[src/sblp_pkg.sv]
`timescale 1ns / 1ps
// ----------------------------------------------------------------------------
// sblp_pkg
// Shared types and constants for the SSH banner line parser.
// ----------------------------------------------------------------------------
package sblp_pkg;

    localparam int BYTE_W  = 8;
    localparam int LEN_W   = 10;
    localparam int KIND_W  = 2;
    localparam int PHASE_W = 2;
    localparam int POS_W   = 3;
    localparam int ADDR_W  = 3;
    localparam int DATA_W  = 32;

    localparam logic [LEN_W-1:0] LEN_SAT         = 10'd1023;
    localparam logic [LEN_W-1:0] MAX_LEN_RESET   = 10'd255;
    localparam logic [LEN_W-1:0] PREFIX_LEN      = 10'd4;
    localparam logic [POS_W-1:0] PREFIX_POS_LAST = 3'd4;

    localparam logic [BYTE_W-1:0] CHAR_LF    = 8'h0A;
    localparam logic [BYTE_W-1:0] CHAR_CR    = 8'h0D;
    localparam logic [BYTE_W-1:0] CHAR_DASH  = 8'h2D;
    localparam logic [BYTE_W-1:0] CHAR_SPACE = 8'h20;

    // Identification prefix "SSH-".
    localparam logic [BYTE_W-1:0] SIG [4] = '{8'h53, 8'h53, 8'h48, 8'h2D};

    localparam logic [KIND_W-1:0] KIND_BANNER   = 2'd0;
    localparam logic [KIND_W-1:0] KIND_NO_DASH  = 2'd1;
    localparam logic [KIND_W-1:0] KIND_TOO_LONG = 2'd2;
    localparam logic [KIND_W-1:0] KIND_REST     = 2'd3;

    localparam logic [PHASE_W-1:0] PHASE_VERSION  = 2'd0;
    localparam logic [PHASE_W-1:0] PHASE_SOFTWARE = 2'd1;
    localparam logic [PHASE_W-1:0] PHASE_COMMENTS = 2'd2;

    // Register index of max_line_len, taken from paddr[2].
    localparam logic REG_MAX_LINE_LEN = 1'b0;

    typedef enum logic [1:0] {
        MODE_SEARCH = 2'd0,
        MODE_PASS   = 2'd1,
        MODE_HALT   = 2'd2
    } t_mode;

    // One received byte with its classification, carried from front to back.
    typedef struct packed {
        logic [BYTE_W-1:0] data;
        logic              is_lf;
        logic              is_cr;
        logic              is_dash;
        logic              is_space;
        logic              sig_miss;
    } t_byte_class;

endpackage

[src/sblp_front.sv]
`timescale 1ns / 1ps
// ----------------------------------------------------------------------------
// sblp_front
// Accepts received bytes and classifies them, including the prefix check.
// ----------------------------------------------------------------------------
module sblp_front (
    input  logic                 i_clk,
    input  logic                 i_rst_n,
    input  logic                 i_valid,
    input  logic [7:0]           i_in_byte,
    input  logic                 i_q_full,
    output logic                 o_ready,
    output logic                 o_push,
    output sblp_pkg::t_byte_class o_class
);
    import sblp_pkg::*;

    logic [POS_W-1:0] r_pos;
    logic [POS_W-1:0] n_pos;
    logic             accept;
    logic             in_prefix;

    assign o_ready   = !i_q_full;
    assign accept    = i_valid && o_ready;
    assign o_push    = accept;
    assign in_prefix = (r_pos != PREFIX_POS_LAST);

    always_comb begin
        o_class.data     = i_in_byte;
        o_class.is_lf    = (i_in_byte == CHAR_LF);
        o_class.is_cr    = (i_in_byte == CHAR_CR);
        o_class.is_dash  = (i_in_byte == CHAR_DASH);
        o_class.is_space = (i_in_byte == CHAR_SPACE);
        o_class.sig_miss = in_prefix && (i_in_byte != SIG[r_pos[1:0]]);
    end

    // Position within the current line, held at four once the prefix is past.
    always_comb begin
        n_pos = r_pos;
        if (accept) begin
            if (i_in_byte == CHAR_LF) begin
                n_pos = '0;
            end else if (in_prefix) begin
                n_pos = r_pos + 3'd1;
            end
        end
    end

    always_ff @(posedge i_clk) begin
        if (!i_rst_n) begin
            r_pos <= '0;
        end else begin
            r_pos <= n_pos;
        end
    end

endmodule

[src/sblp_queue.sv]
`timescale 1ns / 1ps
// ----------------------------------------------------------------------------
// sblp_queue
// Two-entry queue of classified bytes between front and back.
// ----------------------------------------------------------------------------
module sblp_queue (
    input  logic                  i_clk,
    input  logic                  i_rst_n,
    input  logic                  i_push,
    input  sblp_pkg::t_byte_class i_class,
    input  logic                  i_pop,
    output logic                  o_full,
    output logic                  o_empty,
    output sblp_pkg::t_byte_class o_class
);
    import sblp_pkg::*;

    t_byte_class r_mem [2];
    logic        r_wr_ptr;
    logic        r_rd_ptr;
    logic [1:0]  r_count;
    logic        do_push;
    logic        do_pop;

    assign o_full  = (r_count == 2'd2);
    assign o_empty = (r_count == 2'd0);
    assign do_push = i_push && !o_full;
    assign do_pop  = i_pop && !o_empty;
    assign o_class = r_mem[r_rd_ptr];

    always_ff @(posedge i_clk) begin
        if (do_push) begin
            r_mem[r_wr_ptr] <= i_class;
        end
    end

    always_ff @(posedge i_clk) begin
        if (!i_rst_n) begin
            r_wr_ptr <= 1'b0;
            r_rd_ptr <= 1'b0;
            r_count  <= 2'd0;
        end else begin
            if (do_push) begin
                r_wr_ptr <= !r_wr_ptr;
            end
            if (do_pop) begin
                r_rd_ptr <= !r_rd_ptr;
            end
            case ({do_push, do_pop})
                2'b10:   r_count <= r_count + 2'd1;
                2'b01:   r_count <= r_count - 2'd1;
                default: r_count <= r_count;
            endcase
        end
    end

endmodule

[src/sblp_back.sv]
`timescale 1ns / 1ps
// ----------------------------------------------------------------------------
// sblp_back
// Line and field counting, banner result and rest-byte pass-through, with
// the output register.
// ----------------------------------------------------------------------------
module sblp_back (
    input  logic                  i_clk,
    input  logic                  i_rst_n,
    input  logic                  i_q_empty,
    input  sblp_pkg::t_byte_class i_class,
    input  logic [9:0]            i_max_line_len,
    input  logic                  i_out_ready,
    output logic                  o_pop,
    output logic                  o_valid,
    output logic [1:0]            o_out_kind,
    output logic [9:0]            o_version_len,
    output logic [9:0]            o_software_len,
    output logic [9:0]            o_comments_len,
    output logic                  o_has_comments,
    output logic [9:0]            o_line_len,
    output logic [7:0]            o_rest_byte
);
    import sblp_pkg::*;

    t_mode              r_mode, n_mode;
    logic [LEN_W-1:0]   r_line_count, n_line_count;
    logic               r_line_over, n_line_over;
    logic               r_prefix_ok, n_prefix_ok;
    logic [PHASE_W-1:0] r_phase, n_phase;
    logic [LEN_W-1:0]   r_ver, n_ver;
    logic [LEN_W-1:0]   r_soft, n_soft;
    logic [LEN_W-1:0]   r_comm, n_comm;
    logic [LEN_W-1:0]   r_pending, n_pending;
    logic               r_space, n_space;

    logic               r_out_valid;
    logic [KIND_W-1:0]  r_kind;
    logic [LEN_W-1:0]   r_ver_len, r_soft_len, r_comm_len, r_line_len;
    logic               r_has_comm;
    logic [BYTE_W-1:0]  r_rest;

    logic               res_valid;
    logic [KIND_W-1:0]  res_kind;
    logic [LEN_W-1:0]   res_ver, res_soft, res_comm, res_line;
    logic               res_has_comm;
    logic [BYTE_W-1:0]  res_rest;

    logic               full;
    logic [LEN_W-1:0]   total;
    logic               is_banner;
    logic               too_long;
    logic               at_lf;
    logic [LEN_W-1:0]   field_base;
    logic               add_one;
    logic [LEN_W+1:0]   field_sum;
    logic [LEN_W-1:0]   field_sat;

    // A new request is taken whenever the output slot is free or being drained.
    assign o_pop = !i_q_empty && (!r_out_valid || i_out_ready);
    assign at_lf = o_pop && (r_mode == MODE_SEARCH) && i_class.is_lf;

    assign full      = r_line_over || (r_line_count == LEN_SAT);
    assign total     = full ? LEN_SAT : (r_line_count + 10'd1);
    assign is_banner = r_prefix_ok && (r_line_count >= PREFIX_LEN);
    assign too_long  = full || (total > i_max_line_len);

    always_comb begin
        case (r_phase)
            PHASE_VERSION:  field_base = r_ver;
            PHASE_SOFTWARE: field_base = r_soft;
            default:        field_base = r_comm;
        endcase
    end

    // Pending CR bytes and the byte, unless it ends the field, land in one add.
    assign add_one = !((r_phase == PHASE_VERSION) && i_class.is_dash) &&
                     !((r_phase == PHASE_SOFTWARE) && i_class.is_space);
    assign field_sum = {2'b00, field_base} + {2'b00, r_pending} + {11'd0, add_one};
    assign field_sat = (field_sum > {2'b00, LEN_SAT}) ? LEN_SAT : field_sum[LEN_W-1:0];

    // Next mode.
    always_comb begin
        n_mode = r_mode;
        if (at_lf && is_banner) begin
            if (too_long || (r_phase == PHASE_VERSION)) begin
                n_mode = MODE_HALT;
            end else begin
                n_mode = MODE_PASS;
            end
        end
    end

    // Line datapath and result.
    always_comb begin
        n_line_count = r_line_count;
        n_line_over  = r_line_over;
        n_prefix_ok  = r_prefix_ok;
        n_phase      = r_phase;
        n_ver        = r_ver;
        n_soft       = r_soft;
        n_comm       = r_comm;
        n_pending    = r_pending;
        n_space      = r_space;
        res_valid    = 1'b0;
        res_kind     = KIND_BANNER;
        res_ver      = '0;
        res_soft     = '0;
        res_comm     = '0;
        res_line     = '0;
        res_has_comm = 1'b0;
        res_rest     = '0;
        if (o_pop) begin
            case (r_mode)
                MODE_PASS: begin
                    res_valid = 1'b1;
                    res_kind  = KIND_REST;
                    res_rest  = i_class.data;
                end
                MODE_SEARCH: begin
                    if (i_class.is_lf) begin
                        if (is_banner) begin
                            res_valid = 1'b1;
                            res_line  = total;
                            if (too_long) begin
                                res_kind = KIND_TOO_LONG;
                            end else if (r_phase == PHASE_VERSION) begin
                                res_kind = KIND_NO_DASH;
                            end else begin
                                res_kind     = KIND_BANNER;
                                res_ver      = r_ver;
                                res_soft     = r_soft;
                                res_comm     = r_comm;
                                res_has_comm = r_space;
                            end
                        end
                        n_line_count = '0;
                        n_line_over  = 1'b0;
                        n_prefix_ok  = 1'b1;
                        n_phase      = PHASE_VERSION;
                        n_ver        = '0;
                        n_soft       = '0;
                        n_comm       = '0;
                        n_pending    = '0;
                        n_space      = 1'b0;
                    end else begin
                        if (r_line_count < PREFIX_LEN) begin
                            if (i_class.sig_miss) begin
                                n_prefix_ok = 1'b0;
                            end
                        end else if (i_class.is_cr) begin
                            n_pending = (r_pending == LEN_SAT) ? LEN_SAT
                                                               : (r_pending + 10'd1);
                        end else begin
                            n_pending = '0;
                            case (r_phase)
                                PHASE_VERSION:  n_ver  = field_sat;
                                PHASE_SOFTWARE: n_soft = field_sat;
                                default:        n_comm = field_sat;
                            endcase
                            if ((r_phase == PHASE_VERSION) && i_class.is_dash) begin
                                n_phase = PHASE_SOFTWARE;
                            end else if ((r_phase == PHASE_SOFTWARE) &&
                                         i_class.is_space) begin
                                n_phase = PHASE_COMMENTS;
                                n_space = 1'b1;
                            end
                        end
                        if (r_line_count == LEN_SAT) begin
                            n_line_over = 1'b1;
                        end else begin
                            n_line_count = r_line_count + 10'd1;
                        end
                    end
                end
                default: begin
                end
            endcase
        end
    end

    always_ff @(posedge i_clk) begin
        if (!i_rst_n) begin
            r_mode       <= MODE_SEARCH;
            r_line_count <= '0;
            r_line_over  <= 1'b0;
            r_prefix_ok  <= 1'b1;
            r_phase      <= PHASE_VERSION;
            r_ver        <= '0;
            r_soft       <= '0;
            r_comm       <= '0;
            r_pending    <= '0;
            r_space      <= 1'b0;
            r_out_valid  <= 1'b0;
        end else begin
            r_mode       <= n_mode;
            r_line_count <= n_line_count;
            r_line_over  <= n_line_over;
            r_prefix_ok  <= n_prefix_ok;
            r_phase      <= n_phase;
            r_ver        <= n_ver;
            r_soft       <= n_soft;
            r_comm       <= n_comm;
            r_pending    <= n_pending;
            r_space      <= n_space;
            if (o_pop) begin
                r_out_valid <= res_valid;
            end else if (i_out_ready) begin
                r_out_valid <= 1'b0;
            end
        end
    end

    always_ff @(posedge i_clk) begin
        if (o_pop && res_valid) begin
            r_kind     <= res_kind;
            r_ver_len  <= res_ver;
            r_soft_len <= res_soft;
            r_comm_len <= res_comm;
            r_line_len <= res_line;
            r_has_comm <= res_has_comm;
            r_rest     <= res_rest;
        end
    end

    assign o_valid        = r_out_valid;
    assign o_out_kind     = r_kind;
    assign o_version_len  = r_ver_len;
    assign o_software_len = r_soft_len;
    assign o_comments_len = r_comm_len;
    assign o_has_comments = r_has_comm;
    assign o_line_len     = r_line_len;
    assign o_rest_byte    = r_rest;

endmodule

[src/ssh_banner_line_parser_unit.sv]
`timescale 1ns / 1ps
// ----------------------------------------------------------------------------
// ssh_banner_line_parser_unit
// Splits received bytes into lines, parses the first SSH identification line
// into field lengths and, if it is well formed, passes later bytes through.
// ----------------------------------------------------------------------------
//  Channel   Signals                              Direction
//  input     i_valid / o_ready, i_in_byte          in
//  result    o_valid / i_ready, o_out_kind ...     out
//  config    psel penable pwrite paddr pwdata      APB, max_line_len at 0x0
//
// One byte is accepted per cycle while the queue is not full; a result is
// valid only after its byte has landed in the queue at the edge that accepts
// it and the back stage has then loaded the output register from the queue.
// The two-entry queue lets the front keep taking bytes while the output
// register waits on i_ready. Reset is synchronous and clears all control
// state; max_line_len returns to 255.
// ----------------------------------------------------------------------------
module ssh_banner_line_parser_unit (
    input  logic        i_clk,
    input  logic        i_rst_n,
    input  logic        i_valid,
    output logic        o_ready,
    input  logic [7:0]  i_in_byte,
    output logic        o_valid,
    input  logic        i_ready,
    output logic [1:0]  o_out_kind,
    output logic [9:0]  o_version_len,
    output logic [9:0]  o_software_len,
    output logic [9:0]  o_comments_len,
    output logic        o_has_comments,
    output logic [9:0]  o_line_len,
    output logic [7:0]  o_rest_byte,
    input  logic        psel,
    input  logic        penable,
    input  logic        pwrite,
    input  logic [2:0]  paddr,
    input  logic [31:0] pwdata,
    output logic [31:0] prdata,
    output logic        pready
);
    import sblp_pkg::*;

    logic [LEN_W-1:0] r_max_line_len;
    logic             reg_hit;
    logic             q_full;
    logic             q_empty;
    logic             push;
    logic             pop;
    t_byte_class      front_class;
    t_byte_class      q_class;

    assign pready  = 1'b1;
    assign reg_hit = (paddr[2] == REG_MAX_LINE_LEN);
    assign prdata  = reg_hit ? {{(DATA_W-LEN_W){1'b0}}, r_max_line_len} : '0;

    always_ff @(posedge i_clk) begin
        if (!i_rst_n) begin
            r_max_line_len <= MAX_LEN_RESET;
        end else if (psel && penable && pwrite && reg_hit) begin
            r_max_line_len <= pwdata[LEN_W-1:0];
        end
    end

    sblp_front u_front (
        .i_clk     (i_clk),
        .i_rst_n   (i_rst_n),
        .i_valid   (i_valid),
        .i_in_byte (i_in_byte),
        .i_q_full  (q_full),
        .o_ready   (o_ready),
        .o_push    (push),
        .o_class   (front_class)
    );

    sblp_queue u_queue (
        .i_clk   (i_clk),
        .i_rst_n (i_rst_n),
        .i_push  (push),
        .i_class (front_class),
        .i_pop   (pop),
        .o_full  (q_full),
        .o_empty (q_empty),
        .o_class (q_class)
    );

    sblp_back u_back (
        .i_clk          (i_clk),
        .i_rst_n        (i_rst_n),
        .i_q_empty      (q_empty),
        .i_class        (q_class),
        .i_max_line_len (r_max_line_len),
        .i_out_ready    (i_ready),
        .o_pop          (pop),
        .o_valid        (o_valid),
        .o_out_kind     (o_out_kind),
        .o_version_len  (o_version_len),
        .o_software_len (o_software_len),
        .o_comments_len (o_comments_len),
        .o_has_comments (o_has_comments),
        .o_line_len     (o_line_len),
        .o_rest_byte    (o_rest_byte)
    );

endmodule
[config.mk]
export PLATFORM = sky130hd
export DESIGN_NAME = ssh_banner_line_parser_unit
export DESIGN_NICKNAME = d
export VERILOG_FILES = /design/src/sblp_pkg.sv /design/src/sblp_front.sv /design/src/sblp_queue.sv /design/src/sblp_back.sv /design/src/ssh_banner_line_parser_unit.sv
export SDC_FILE = /design/constraint.sdc
export NUM_CORES = 1
export LEC_CHECK = 0
export CAP_MARGIN = 5
export CORE_ASPECT_RATIO = 0.5
export CORE_MARGIN = 2
export CORE_UTILIZATION = 48
export DETAILED_ROUTE_END_ITERATION = 10
export DONT_BUFFER_PORTS = 1
export GPL_TIMING_DRIVEN = 0
export HOLD_SLACK_MARGIN = 0.08
export PLACE_DENSITY = 0.67
export SETUP_SLACK_MARGIN = 0.2
export SYNTH_ARGS = -nofsm -noshare
export SYNTH_HDL_FRONTEND = slang
export SYNTH_SLANG_ARGS = --single-unit
[constraint.sdc]
create_clock -name i_clk -period 9.1 [get_ports i_clk]
set_clock_uncertainty 0.1 [all_clocks]
set_input_delay 0.91 -clock i_clk [delete_from_list [all_inputs] [get_ports i_clk]]
set_output_delay 0.91 -clock i_clk [all_outputs]
set_load 0.005 [all_outputs]
==> results.md, run 1 <==
* CTS tree: yes
* FMAX at 214 MHz
* Area of the core at 15600 um2
* Root buf cell: clkbuf_16
* Synth Area per Inst at 10.0 um2
* Largest net degree at the start of global routing at 30
* Hold depth at 2
* Largest area contributor in the netlist: edfxtp_1
* Final hold slack at 0.372 ns
* Final worst setup slack at 4.43 ns
* Area grow syn2layout at 11.8%
* Startpoint types: flop
* Crit path DAT at 4.89 ns
* Clock transition at path regs at 0.06 ns
* CP max stage delay at 0.65 ns
* Starting DRC count in detailed routing at 405
* GRT met3 Usage at 0.0562
* Area of the die at 17200 um2
* CP delay by family, top: simple AND/OR/NAND/NOR gates
* R2R depth at 14
* Total CTS buffers at 17
* Final setup viols at 0
* Setup TNS at 0 ns
* Met2 usage at 0.305
* Drt total wl at 17.6 mm
* Placed cell area at 8070 um2
* Max Buffers Root-to-Sink at 2
* DIE WIDTH at 183 um
* Register area share after synthesis at 0.497
* CP Depth at 14
* Vias per cell at 5.55
* Post-Syn Area at 7720 um2
* First-pass GRT wire length at 28.5 mm
* Max-capacitance violation count at 0
* Largest Register: u_queue.r_mem
* Clock sink count at 153
* Top-level port count at 136
* Max FFs per register at 26
* CP dominant cell by count: nand4_2
* H-tree Lvls at 4
* Pins Over Slew Limit at 0
* NumNets Final at 891
* Post-DP HPWL at 12.9 mm
* Pre-antenna DRT Iters at 5
* Die H at 93.7 um
* Initial Util at 0.496
* Outcome: finished, final reports clean
* Number of flops mapped to enable cells by yosys at 77
* GR met1 Demand/Resource at 0.321
* Max FO, Critical Path at 10
* Power Dens Cells at 196 nW/um2
* Final Hold Viols at 0
* Antenna viol nets, final at 0
* CTS Hold Bufs at 0
* Hold/Removal Path Class: reg -> reg
* Synth unique cells at 66
* Crit path kind: reg -> reg
* RSZ-0062 raised after global routing: false
* Maximum vdd ir drop at 0.000134 V
* Antenna Cells at 0
* Initial antenna violation count at 0
* Crit path max-delay cell type: buf_1
* Tcrit/Tclk final at 0.513
* Area fraction of the dominant cell type after synthesis at 0.300
* Final Critical Period at 4.67 ns
* Port-buffer cells at 0
* Total gr overflow at 0
* Post-Synthesis Cells at 768
* Max-slew headroom at 0.385
* Pleak at 3.42 nW
* #FFs+latches synth at 153
* Worst path required time at 9.32 ns
* Dominant synthesized flop cell: edfxtp_1
* Busiest grt layer: met1
* Num rows at 32
* Worst-Margin Slew at 0.923 ns
* Ys async rst share at 0
* YS warnings at 0
* Share of cells above drive strength 1 at 0.0923
* Critical-path cell list: clkbuf_1, buf_1, mux2i_1, o21ai_0, ha_1, fa_1, a211o_1, o211ai_1, nand4_2, nor4_4, nand4_2, mux2i_4, or2_1, a22o_1
* Core Util, Final at 0.554
* Post-CTS Setup Inserts at 0
* Drt drc at 0
* Via count at 5703
* CP endpoint kind: flop
* Worst Path Buf+Inv at 2
* Area contributors post-synth: edfxtp_1, dfxtp_1, ha_1, and2_1, mux2i_1
* Resized cells post-CTS at 0
* Avg WL per Cell at 17.2 um
* Routability cong. at 0.873
* Pre-CTS setup slack at 4.51 ns
* Vias in the first global route at 5357
* Clk_lat worst skew at 0.43 ns
* Fin area at 8630 um2
* Gr usage total at 0.216
-- synth_stat cells (all sizes together), types with 2 or more instances --
library cell  count
xor2              7
a211o             4
nand2b           12
a21o              9
nor3b             4
edfxtp           77
nor2b            26
a221oi            3
xnor2            10
a21boi           10
and2             40
nand3            19
inv              22
mux2i            26
nand4b            2
a311oi            2
or3               7
ha               30
nand4            12
a31oi             6
o211ai           14
nand2            65
nor3             11
o21ai            49
dfxtp            76
a22oi             2
clkbuf           24
and4              2
buf              26
o21a              6
nor4              7
conb              2
and3             11
nand3b            6
a21oi            50
nor2             59
a22o             15
or2               3
-- stage by stage --
stage | total power [mW] | cells
after global placement | 1.03 | 993
after CTS | 1.69 | 1026
after detailed placement | 1.04 | 994
after global routing | 1.76 | 1027
final | 1.69 | 1027
after floorplan | 0.973 | 789
-- path summary, 6_finish.rpt --
| kind | endpoint | slack, ns | from |
|---|---|---|---|
| max | u_back.r_ver[6] | 4.43 | u_back.r_phase[0] |
| min | u_back.r_soft[1] | 0.37 | u_back.r_soft[1] |
| max reg2reg | u_back.r_ver[6] | 4.43 | u_back.r_phase[0] |
| min reg2reg | u_back.r_soft[1] | 0.37 | u_back.r_soft[1] |
-- layer usage --
layer  up-vias  share of wire
met2       202           0.39
met3        16          0.074
met4         0         0.0088
met5         -              0
met1      2671           0.52
li1       2814              -
-- worst register-to-register path: cells and delay by family, from the launching register on --
family                   cells  cell delay [ns]
AND/OR/NAND/NOR              4             1.16
buffers and inverters        2             0.93
AO/OA/AOI/OAI                4             0.79
adder cells (fa/ha/maj)      2             0.71
multiplexers                 2             0.56
flip-flops                   1             0.31
-- layout by cell type (no fill, tap or decap), types with 9 or more instances in the layout --
| cell | count |
|---|---|
| and3_1 | 11 |
| ha_1 | 30 |
| o21ai_0 | 40 |
| clkbuf_16 | 17 |
| o211ai_1 | 14 |
| nor3_1 | 11 |
| buf_4 | 23 |
| a21o_1 | 9 |
| nand3_1 | 19 |
| nand2b_1 | 12 |
| nand2_1 | 64 |
| nand4_1 | 10 |
| dfxtp_1 | 76 |
| clkbuf_1 | 23 |
| and2_1 | 40 |
| nor2b_1 | 26 |
| mux2i_1 | 25 |
| a21boi_0 | 9 |
| o21ai_1 | 9 |
| a21oi_1 | 49 |
| edfxtp_1 | 77 |
| a22o_1 | 15 |
| conb_1 | 23 |
| xnor2_1 | 9 |
| nor2_1 | 58 |
| inv_1 | 22 |
-- final cells by class --
type	count	area, um2
fillers	1396	6950
flip-flops and latches	153	3830
multi-input cells	564	3610
clock buffers	17	425
plain buffers	50	277
well taps	204	255
clock inverters	15	119
inverters	22	82.6
repair buffers	2	31.3
-- cell families after synthesis --
logic type      count (synthesis)  synth area share
flops                         153             0.497
compound gates                178             0.149
fa+ha+maj                      31            0.0512
simple gates                  288             0.198
mux                            27            0.0368
xor+xnor                       17            0.0203
buf+inv                        72            0.0465
other cells                     2          0.000973
-- power by group --
part	internal [mW]	switching (mW)	total, mW	leakage [nW]
sequential	0.750	0.0151	0.765	1.37
combinational	0.0928	0.172	0.265	1.78
clock	0.354	0.307	0.661	0.266
total	1.20	0.494	1.69	3.42
Note: power is estimated with default switching activity, not from simulation.
==> run 2, diff against run 1 <==
==> constraint.sdc (replaced) <==
create_clock -name i_clk -period 4.35 [get_ports i_clk]
set_clock_uncertainty 0.1 [all_clocks]
set_input_delay 0.435 -clock i_clk [delete_from_list [all_inputs] [get_ports i_clk]]
set_output_delay 0.435 -clock i_clk [all_outputs]
set_load 0.005 [all_outputs]
==> run 2 against run 1 <==
Combinational power grew 120%. Final area grew 3.2%. Die area is the same. Utilization grew 1.8 points. Sequential power grew 110%. Setup slack lost 4.0 ns. Total power grew 110%. Non-clock buffer count grew 25. Final cell count grew 2.4%. Via count grew 2.6%. Critical path type unchanged. Largest power group unchanged.
==> results.md, run 2 (same netlist as run 1, synthesis figures left out) <==
* Outcome: finished, final reports clean
* Vias in the first global route at 5442 (+1.6%)
* Met2 usage at 0.309 (+0.00442)
* Pins Over Slew Limit at 0 (unchanged)
* First-pass GRT wire length at 28.9 mm (+1.5%)
* Antenna viol nets, final at 0 (unchanged)
* Via count at 5851 (+2.6%)
* Total gr overflow at 0 (unchanged)
* Max FFs per register at 26 (unchanged)
* Area grow syn2layout at 15.4%
* Gate power share at 0.161 (+0.004)
* Final Critical Period at 3.93 ns (-0.732 ns)
* Crit path max-delay cell type: fa_1
* GRT met3 Usage at 0.0554 (-0.000775)
* Largest Register: u_queue.r_mem
* H-tree Lvls at 4 (unchanged)
* Antenna Cells at 0 (unchanged)
* Port-buffer cells at 0 (unchanged)
* Clock power share at 0.388 (-0.003)
* DIE WIDTH at 183 um (unchanged)
* Pre-CTS setup slack at -0.243 ns (-4.75 ns)
* Clock transition at path regs at 0.06 ns (about the same)
* R2R setup slack at 0.42 ns (-4.02 ns)
* Startpoint types: flop
* Setup TNS at 0 ns (unchanged)
* Final worst setup slack at 0.416 ns (-4.02 ns)
* Internal at 2.52 mW (+110%)
* Die H at 93.7 um (unchanged)
* NetSw at 1.04 mW (+110%)
* Crit path kind: reg -> reg
* CP max stage delay at 0.43 ns (-0.22 ns)
* Total CTS buffers at 17 (unchanged)
* Num rows at 32 (unchanged)
* Top-level port count at 136 (unchanged)
* Final Hold Viols at 0 (unchanged)
* Max-capacitance violation count at 0 (unchanged)
* Routability cong. at 0.873 (unchanged)
* Drt drc at 0 (unchanged)
* NumNets Final at 916 (+2.8%)
* Root buf cell: clkbuf_16
* Vias per cell at 5.56 (+0.16%)
* Pre-antenna DRT Iters at 5 (unchanged)
* Clock sink count at 153 (unchanged)
* Multi-input gate area at 3630 um2 (+0.62%)
* CP endpoint kind: flop
* Filler Cells Inserted at 1376 (-1.4%)
* Avg WL per Cell at 17.0 um (-0.79%)
* Tcrit/Tclk final at 0.904 (+0.392)
* RSZ-0062 raised after global routing: false
* Final setup viols at 0 (unchanged)
* GR met1 Demand/Resource at 0.326 (+0.00522)
* Initial antenna violation count at 0 (unchanged)
* Core Util, Final at 0.572 (+0.0177)
* Drt total wl at 17.9 mm (+1.6%)
* Pleak at 3.56 nW (+4.1%)
* CTS tree: yes
* Hold/Removal Path Class: in -> reg
* Most frequent cells in the layout: edfxtp_1, dfxtp_1, nand2_1
* Initial Util at 0.496 (unchanged)
* Layout Cells excl Fill at 1052 (+2.4%)
* Commonest non-fill, non-tap cell in the layout: edfxtp_1
* Post-DP HPWL at 12.9 mm (unchanged)
* Area of the die at 17200 um2 (unchanged)
* Critical-path cell list: buf_2, buf_8, mux2i_1, o21ai_0, ha_1, fa_1, a21o_1, a221oi_2, nor3_1, a311oi_2, nand4_2, mux2i_4, or2_4, a22o_1
* Largest net degree at the start of global routing at 30 (unchanged)
* Flop pwr share at 0.451 (about the same)
* Max FO, Critical Path at 10 (unchanged)
* Crit path DAT at 4.16 ns (-0.73 ns)
* Placed instance count at 994 (unchanged)
* FMAX at 254 MHz (+19%)
* Starting DRC count in detailed routing at 373 (-7.9%)
* Busiest grt layer: met1
* Share of cells above drive strength 1 at 0.112 (+0.0197)
* Flip-flop and latch area at 3830 um2 (unchanged)
* Gr usage total at 0.219 (+0.00305)
* Worst-Margin Slew at 0.935 ns (+0.0124 ns)
* Worst path required time at 4.57 ns (-4.75 ns)
* Clk_lat worst skew at 0.43 ns (about the same)
* Max Buffers Root-to-Sink at 2 (unchanged)
* Power Dens Cells at 399 nW/um2 (+100%)
* Switching part of the total power at 0.292 (-0.000481)
* Area of the core at 15600 um2 (unchanged)
* Max-slew headroom at 0.376 (-0.00825)
* Maximum vdd ir drop at 0.000283 V (+110%)
-- run 2: cell types whose count changed in the layout (fill, tap and decap cells not counted), moves of 2 or more --
| cell | change |
|---|---|
| clkbuf_1 | -7 |
| buf_2 | +2 |
| nor2_1 | -2 |
| dlygate4sd3_1 | +18 |
| clkbuf_2 | +5 |
| buf_4 | +7 |
-- run 2: critical path: cells and delay by family, from the launching register on --
kind | cells | cell delay (ns)
flip-flops | 1 | 0.31
adder cells (fa/ha/maj) | 2 | 0.69
AO/OA/AOI/OAI | 5 | 1.24
AND/OR/NAND/NOR | 3 | 0.63
buffers and inverters | 2 | 0.37
multiplexers | 2 | 0.46
-- run 2: through the flow --
| step | hold WS, ns | cell area, um2 | power, mW |
|---|---|---|---|
| 2_1_floorplan | 0.332 | 7800 | 2.03 |
| 3_3_place_gp | 0.349 | 8050 | 2.16 |
| 3_5_place_dp | 0.364 | 8070 | 2.17 |
| 4_1_cts | 0.102 | 8810 | 3.56 |
| 5_1_grt | 0.107 | 8900 | 3.71 |
| 6_report | 0.114 | 8900 | 3.55 |
-- run 2: cell type report --
class | instances | share of cell area
plain buffers | 50 | 0.0333
clock buffers | 17 | 0.0478
clock inverters | 15 | 0.0133
inverters | 22 | 0.00927
multi-input cells | 564 | 0.407
flip-flops and latches | 153 | 0.431
well taps | 204 | 0.0287
repair buffers | 27 | 0.0296
-- run 2: power groups by stage --
stage | clock network (mW) | registers [mW] | logic [mW]
global route | 1.46 | 1.61 | 0.634
global placement | 0 | 1.63 | 0.526
CTS | 1.40 | 1.60 | 0.557
detailed placement | 0 | 1.63 | 0.538
floorplan | 0 | 1.62 | 0.410
finish | 1.38 | 1.60 | 0.573
-- run 2: metal layers --
| metal | vias up | wire [um] |
|---|---|---|
| met5 | - | 0 |
| met4 | 0 | 167 |
| met3 | 16 | 1320 |
| met2 | 211 | 7190 |
| met1 | 2753 | 9220 |
| li1 | 2871 | - |
-- run 2: path summary, 6_finish.rpt --
check               startpoint                   to  depth (start not counted)
max          u_back.r_phase[0]      u_back.r_ver[6]                         14
min               i_in_byte[1]  u_queue.r_mem[0][1]                          1
max reg2reg  u_back.r_phase[0]      u_back.r_ver[6]                         14
min reg2reg  r_max_line_len[8]    r_max_line_len[8]                          2
-- run 2: what timing repair did --
| action | 4_1_cts | 5_1_grt |
|---|---|---|
| buffers inserted | 0 | 7 |
| gates resized for setup | 7 | 19 |
| hold buffers | 18 | 0 |
| hold endpoints to repair | 26 | 0 |
| setup endpoints to repair | 58 | 57 |
| pin swaps | 1 | 4 |
